File: src/pcmr_pkg.sv
// Package for the PCM sample player with nearest-sample resampling.
// Holds the command and register codes, the memory and queue sizes and the shared types.
// No dependencies.
package pcmr_pkg;

  localparam int MEM_HALFWORDS = 16384;
  localparam int MEM_AW = $clog2(MEM_HALFWORDS);

  localparam int Q_DEPTH = 2;
  localparam int Q_AW = $clog2(Q_DEPTH);
  localparam int Q_CW = $clog2(Q_DEPTH + 1);

  localparam logic [1:0] CMD_LOAD = 2'd0;
  localparam logic [1:0] CMD_TICK = 2'd1;
  localparam logic [1:0] CMD_RESTART = 2'd2;

  localparam logic [1:0] REG_STEREO_MODE = 2'd0;
  localparam logic [1:0] REG_RATE_RATIO = 2'd1;
  localparam logic [1:0] REG_FRAME_COUNT = 2'd2;
  localparam logic [1:0] REG_LOOP_ENABLE = 2'd3;

  localparam logic [17:0] RATE_RATIO_RESET = 18'd65536;
  localparam logic [14:0] FRAME_COUNT_RESET = 15'd16384;

  typedef struct packed {
    logic        stereo_mode;
    logic [17:0] rate_ratio;
    logic [14:0] frame_count;
    logic        loop_enable;
  } cfg_t;

  typedef struct packed {
    logic [1:0]  cmd;
    logic [13:0] load_addr;
    logic [15:0] load_data;
  } item_t;

endpackage

File: src/pcmr_front.sv
// Front end of the sample player: accepts input transfers, drops unused command codes
// and queues the rest in a short FIFO for the back end. Depends on pcmr_pkg.
module pcmr_front (
  input  logic               clk,
  input  logic               rst_n,
  input  logic               in_valid,
  output logic               in_ready,
  input  logic [1:0]         in_cmd,
  input  logic [13:0]        in_load_addr,
  input  logic signed [15:0] in_load_data,
  output logic               q_valid,
  output pcmr_pkg::item_t    q_item,
  input  logic               q_pop
);
  import pcmr_pkg::*;

  item_t            queue_r [Q_DEPTH];
  logic [Q_AW-1:0]  wr_ptr_r;
  logic [Q_AW-1:0]  wr_ptr_nxt;
  logic [Q_AW-1:0]  rd_ptr_r;
  logic [Q_AW-1:0]  rd_ptr_nxt;
  logic [Q_CW-1:0]  cnt_r;
  logic [Q_CW-1:0]  cnt_nxt;
  logic             push;
  logic             pop;

  assign in_ready = (cnt_r != Q_CW'(Q_DEPTH));
  assign q_valid  = (cnt_r != '0);
  assign q_item   = queue_r[rd_ptr_r];

  assign push = in_valid && in_ready && (in_cmd inside {CMD_LOAD, CMD_TICK, CMD_RESTART});
  assign pop  = q_pop && q_valid;

  always_comb begin
    wr_ptr_nxt = wr_ptr_r;
    rd_ptr_nxt = rd_ptr_r;
    cnt_nxt    = cnt_r;
    if (push) begin
      wr_ptr_nxt = (wr_ptr_r == Q_AW'(Q_DEPTH - 1)) ? '0 : wr_ptr_r + 1'b1;
    end
    if (pop) begin
      rd_ptr_nxt = (rd_ptr_r == Q_AW'(Q_DEPTH - 1)) ? '0 : rd_ptr_r + 1'b1;
    end
    if (push && !pop) begin
      cnt_nxt = cnt_r + 1'b1;
    end else if (pop && !push) begin
      cnt_nxt = cnt_r - 1'b1;
    end
  end

  always_ff @(posedge clk) begin
    if (!rst_n) begin
      wr_ptr_r <= '0;
      rd_ptr_r <= '0;
      cnt_r    <= '0;
    end else begin
      wr_ptr_r <= wr_ptr_nxt;
      rd_ptr_r <= rd_ptr_nxt;
      cnt_r    <= cnt_nxt;
    end
  end

  always_ff @(posedge clk) begin
    if (push) begin
      queue_r[wr_ptr_r] <= '{cmd: in_cmd, load_addr: in_load_addr,
                             load_data: in_load_data};
    end
  end

endmodule

File: config.mk
export PLATFORM = sky130hd
export DESIGN_NAME = pcmr_front
export DESIGN_NICKNAME = d
export VERILOG_FILES = /design/src/pcmr_pkg.sv /design/src/pcmr_front.sv
export SDC_FILE = /design/constraint.sdc
export NUM_CORES = 1
export LEC_CHECK = 0
export BUFFER_PORTS_ARGS = -buffer_cell sky130_fd_sc_hd__buf_2
export CORE_AREA = 2 2 68 118
export DETAILED_ROUTE_END_ITERATION = 6
export DIE_AREA = 0 0 70 120
export PLACE_DENSITY_LB_ADDON = 0.08
export SLEW_MARGIN = 20
export SYNTH_ARGS = -nofsm -noshare
export SYNTH_HDL_FRONTEND = slang
export SYNTH_SLANG_ARGS = --single-unit
File: constraint.sdc
create_clock -name clk -period 3.13 [get_ports clk]
set_input_delay 0.626 -clock clk [delete_from_list [all_inputs] [get_ports clk]]
set_output_delay 0.626 -clock clk [all_outputs]
set_load 0.02 [all_outputs]
==> results of run 1 <==
==> metrics by stage <==
stage	setup slack, ps	hold WS, ps	instance area, um2	power, W	cells
after floorplan	341.0	451.4	2545	0.001731	125
after global placement	1030	499.7	3032	0.001968	283
after detailed placement	1005	506.8	3032	0.001988	283
after CTS	726.0	484.0	3283	0.002850	299
after global routing	688.7	487.4	3283	0.002927	299
final	779.3	493.6	3283	0.002800	299
==> cells by family (layout without fill, tap and decap cells) <==
kind of cell             count (synthesis)  count (layout)  synth area share [%]
adder cells (fa/ha/maj)                  1               1                0.4916
flip-flops                              69              69                 79.45
multiplexers                            33              33                 14.55
AND/OR/NAND/NOR                         12              12                 2.754
AO/OA/AOI/OAI                            3               3                0.6880
XOR/XNOR                                 3               3                 1.033
buffers and inverters                    4              90                 1.032
==> sequential cells by signal, summed over array words and instances, names as in the netlist, named ones only <==
signal	cells
cnt_r	2
queue_r	64
wr_ptr_r	1
rd_ptr_r	1
==> Yosys cell counts, types with 2 or more instances <==
library cell	instances
buf_4	3
mux2_1	2
edfxtp_1	64
mux2_2	30
xnor2_1	2
and2_1	4
nand2_1	2
nand2b_1	2
dfxtp_1	5
==> power groups by stage <==
stage                     clock [W]  sequential [W]  combinational [W]
after floorplan                   0         0.00119           0.000538
after global placement            0         0.00122           0.000753
after detailed placement          0         0.00122           0.000764
after CTS                  0.000876         0.00121           0.000768
after global routing       0.000907         0.00121           0.000805
final                      0.000851         0.00120           0.000746
==> worst reg2reg max path, delay by kind of cell (launching register included) <==
| family | cells | cell delay [ps] |
|---|---|---|
| buf+inv | 1 | 300 |
| flops | 1 | 410 |
| simple gates | 3 | 810 |
==> metal layers <==
metal,routed length (um),vias to the layer above
met5,0,-
met4,107,0
met3,247,10
met2,2456,47
met1,1839,639
li1,-,650
==> cells in the final DEF, fill, tap and decap left out, drive strengths merged <==
master / netlist / layout
a21boi: 1 / 1
and2: 4 / 4
and3: 1 / 1
buf: 3 / 74
clkbuf: 1 / 12
clkinv: 0 / 4
dfxtp: 5 / 5
edfxtp: 64 / 64
ha: 1 / 1
mux2: 32 / 32
mux2i: 1 / 1
nand2: 2 / 2
nand2b: 2 / 2
nor2b: 1 / 1
o21ai: 2 / 2
or2: 1 / 1
or3: 1 / 1
xnor2: 2 / 2
xor2: 1 / 1
==> cell type report <==
type | instances | share of cell area (%)
clock buffer | 12 | 7.203
sequential | 69 | 61.59
tap | 88 | 3.354
multi-input combinational | 52 | 15.36
timing repair buffer | 74 | 12.04
clock inverter | 4 | 0.4573
==> how the worst max path moves through the flow <==
stage	start	to	slack, ps	cells past startpoint
after floorplan	cnt_r[0]	queue_r[0][0]	340	3
after global placement	in_cmd[0]	queue_r[0][24]	1030	5
after detailed placement	in_cmd[0]	queue_r[0][3]	1010	5
after CTS	register	q_item[31]	730	3
after global routing	register	q_item[31]	690	3
final	register	q_item[1]	780	3
==> impl_metrics.json, run 1 <==
{
  "htreeDepth": 3,
  "yosysTopAreaCellShare_pct": 75.52,
  "path_buf_inv": 2,
  "synth-edff-count": 64,
  "first_iter_violations": 64,
  "drtAntennaViolNets": 0,
  "pwr_density_cell_nw_per_um2": 852.9,
  "cts_setup_buffers": 0,
  "synthDistinctLibCells": 20,
  "finalMaxSlewViolations": 0,
  "ff2ff_path_depth": 4,
  "worst_setup_path_start_kind": "register",
  "yosys-top-cells-area": "edfxtp_1 76%, mux2_2 13%, dfxtp_1 3.9%, and2_1 0.98%, buf_4 0.88%",
  "grt_usage_pct": 11.91,
  "cts_buffer_depth": 2,
  "die_y_um": 120,
  "drc": 0,
  "finalSetupTns_ps": 0,
  "dr.pass1.iters": 4,
  "core_area_um2": 7462,
  "grt_max_degree": 24,
  "cts_buffers": 9,
  "fillCellCount": 711,
  "crit_path_end_kind": "output pin",
  "period_share_pct": 75.10,
  "critPathMaxStageDelay_ps": 630,
  "syn_nets": 162,
  "pwr-share-clk_pct": 30.4,
  "power_switching_w": 0.0008026,
  "min-delay-start": "in_load_addr[8]",
  "r2r-start": "cnt_r[0]",
  "ir_drop_uv": 392.2,
  "std_cell_rows": 42,
  "grt_pass1_vias": 1494,
  "yosysTopAreaCell": "edfxtp_1",
  "slew_headroom_pct": 66.77,
  "post_cts_resized": 0,
  "initial_utilization_pct": 34.10,
  "die_w_um": 70,
  "utilization_pct": 44.00,
  "multi_input_area_um2": 504.2,
  "clock-sinks": 69,
  "ys_ff_latch": 69,
  "sequentialPowerShare_pct": 43.0,
  "fin_skew_ps": 6.104,
  "die_area_um2": 8400,
  "ys_warn_count": 0,
  "clock_latency_ps": 320,
  "rsz0062_at_grt": "no",
  "cts_hold_buf": 0,
  "ioPinCount": 70,
  "wire_per_inst_um": 15.56,
  "antenna_found_initial": 0,
  "globalRoute.busiestLayer": "met2",
  "cts-root-buf": "clkbuf_16",
  "arrival_ps": 1720,
  "met3_usage_pct": 3.862,
  "cp_data_required_time_ps": 2500,
  "rr_endpoint": "queue_r[0][13]",
  "p_sw_share_pct": 28.66,
  "synth_cells": 125,
  "status": "finished clean",
  "avgViaCountPerCell": 4.502,
  "syn_area_per_cell_um2": 20.36,
  "max-cap-violations": 0,
  "grtUsageMet2_pct": 20.71,
  "criticalPathCategory": "register to output pin",
  "fin_crit_ps": 2351,
  "io_buffers": 69,
  "hold_viol": 0,
  "p_leak_nw": 1.234,
  "slowest_stage": "dfxtp_1",
  "grtUsageMet1_pct": 12.36,
  "grt_overflow_total": 0,
  "async_reset_ff_share_pct": 0,
  "n_antenna_cell": 0,
  "report.final.setup_viol": 0,
  "reg2reg_slack_ps": 1310,
  "ys.flop_type": "edfxtp_1",
  "vias": 1346,
  "clkTransAtPathRegs_ps": 50,
  "place_congestion": 0.6977,
  "seq_area_frac_synth_pct": 79.45,
  "wl_um": 4651,
  "crit_fanout": 23,
  "hp-class": "input port to register",
  "drive_gt1_share_pct": 54.50,
  "p_int_w": 0.001998,
  "area_growth_pct": 29.01,
  "hold_end": "queue_r[0][24]",
  "cts_tree": "yes",
  "hold_depth": 1,
  "seq_area_um2": 2022,
  "fmax_ghz": 0.4254,
  "combPwrFrac_pct": 26.7,
  "worst_slew_pin_slew_ps": 497.8,
  "cp_top_family": "flip-flops",
  "cp_cell_sequence": "buf_12 > mux2_2 > buf_2",
  "syn-cell-area_um2": 2545,
  "grt_pass1_wl_um": 7300,
  "dp_hpwl_um": 3253,
  "nets": 243
}
Note: power is estimated with default switching activity, not from simulation.
==> run 2, diff against run 1 <==
==> constraint.sdc (replaced) <==
create_clock -name clk -period 2.1 [get_ports clk]
set_input_delay 0.42 -clock clk [delete_from_list [all_inputs] [get_ports clk]]
set_output_delay 0.42 -clock clk [all_outputs]
set_load 0.02 [all_outputs]
==> impl_metrics.json, run 2 (same netlist as run 1, synthesis figures left out) <==
{
  "hold_viol": 0,
  "arrival_ps": 1450,
  "crit_fanout": 18,
  "place_congestion": 0.7248,
  "max-cap-violations": 0,
  "cts_setup_buffers": 0,
  "n_antenna_cell": 0,
  "sequentialPowerShare_pct": 39.9,
  "cts_tree": "yes",
  "largestRegisters": "queue_r x64, cnt_r x2",
  "p_leak_nw": 1.259,
  "cts_hold_buf": 0,
  "finalMaxSlewViolations": 0,
  "seq_area_um2": 2022,
  "regMostFlops": "queue_r",
  "io_buffers": 69,
  "grt_usage_pct": 12.55,
  "dp_hpwl_um": 3260,
  "grt_overflow_total": 0,
  "hp-class": "input port to register",
  "fillCellCount": 691,
  "die_y_um": 120,
  "first_iter_violations": 84,
  "critPathMaxStageDelay_ps": 370,
  "ioPinCount": 70,
  "cts-root-buf": "clkbuf_16",
  "pwr_density_cell_nw_per_um2": 1325,
  "nets": 243,
  "clock_latency_ps": 320,
  "grt_max_degree": 24,
  "pwr-share-clk_pct": 34.6,
  "mostFrequentLayoutCells": "69 x buf_2, 64 x edfxtp_1, 30 x mux2_2",
  "cts_buffers": 9,
  "slowest_stage": "mux2_2",
  "fin_crit_ps": 1873,
  "status": "finished clean",
  "htreeDepth": 3,
  "cts_buffer_depth": 2,
  "avgViaCountPerCell": 4.589,
  "dr.pass1.iters": 4,
  "fmax_ghz": 0.5340,
  "utilization_pct": 44.77,
  "post_cts_resized": 0,
  "cp_cell_sequence": "buf_4 > mux2_2 > buf_2",
  "mostFrequentLayoutCell": "buf_2",
  "cp_data_required_time_ps": 1680,
  "clkTransAtPathRegs_ps": 50,
  "report.final.setup_viol": 0,
  "crit_path_end_kind": "output pin",
  "die_w_um": 70,
  "die_area_um2": 8400,
  "stdcell_area_um2": 3341,
  "std_cell_rows": 42,
  "antenna_found_initial": 0,
  "rsz0062_at_grt": "no",
  "period_share_pct": 89.17,
  "worst_setup_path_start_kind": "register",
  "grt_pass1_vias": 1535,
  "clock-sinks": 69,
  "wl_um": 4570,
  "multi_input_area_um2": 505.5,
  "reg2reg_slack_ps": 410,
  "ir_drop_uv": 635.3,
  "combPwrFrac_pct": 25.5,
  "drive_gt1_share_pct": 56.40,
  "slew_headroom_pct": 81.94,
  "core_area_um2": 7462,
  "power_switching_w": 0.001207,
  "grt_pass1_wl_um": 7748,
  "drtAntennaViolNets": 0,
  "drc": 0,
  "p_int_w": 0.003219,
  "initial_utilization_pct": 34.10,
  "largest_reg_flops": 64,
  "fin_skew_ps": 6.105,
  "p_sw_share_pct": 27.27,
  "wire_per_inst_um": 15.28,
  "criticalPathCategory": "register to output pin",
  "area_growth_pct": 31.27,
  "worst_slew_pin_slew_ps": 270.9,
  "vias": 1372,
  "place_area_um2": 3033
}
run 2: cell types whose count changed in the layout (fill, tap and decap cells not counted), sizes merged:
cell      delta
clkbuf       -1
bufinv       +2
clkinv       -2
clkinvlp     +1
run 2: stage by stage:
stage | TNS (ps) | instances | hold WS, ps | total power (W) | setup slack [ps]
2_1_floorplan | -166.4 | 125 | 478.5 | 0.002582 | -5.200
3_3_place_gp | 0 | 283 | 495.3 | 0.002918 | 388.6
3_5_place_dp | 0 | 283 | 517.8 | 0.002949 | 360.8
5_1_grt | 0 | 299 | 266.0 | 0.004649 | 140.8
4_1_cts | 0 | 299 | 267.6 | 0.004500 | 186.6
6_report | 0 | 299 | 282.1 | 0.004426 | 227.5
run 2: power groups by stage:
stage / clock, W / sequential [W] / combinational (W)
after detailed placement: 0 / 0.00179 / 0.00115
after CTS: 0.00157 / 0.00177 / 0.00116
after global placement: 0 / 0.00178 / 0.00113
after global routing: 0.00163 / 0.00178 / 0.00123
final: 0.00153 / 0.00177 / 0.00113
after floorplan: 0 / 0.00178 / 0.000807
run 2: area by class of cell:
type	count	area share [%]
Tap cell	88	3.296
Sequential cell	69	60.52
Clock inverter	5	2.247
Timing Repair Buffer	74	11.84
Clock buffer	11	6.966
Multi-Input combinational cell	52	15.13
run 2: worst paths after layout:
kind	startpoint	endpoint	depth (start not counted)
setup reg to reg	cnt_r[0]	queue_r[1][7]	4
hold / removal	in_load_addr[6]	queue_r[0][22]	1
hold reg to reg	wr_ptr_r	wr_ptr_r	2
setup / recovery	register	q_item[19]	3
run 2: worst max-delay path: cells and delay by family, from the launching register on:
family   cells  cell delay (ps)
mux          1              370
flops        1              320
buf+inv      2              430
run 2: metal layers:
layer  wire length [um]  part of all wire [%]  GRT usage (%)  up-vias
li1                   -                     -              -      646
met1               1591                    35          12.70      672
met2               2606                    57          21.90       47
met3                277                   6.1          4.954        7
met4                 94                   2.1          6.490        0
met5                  0                     0              0        -
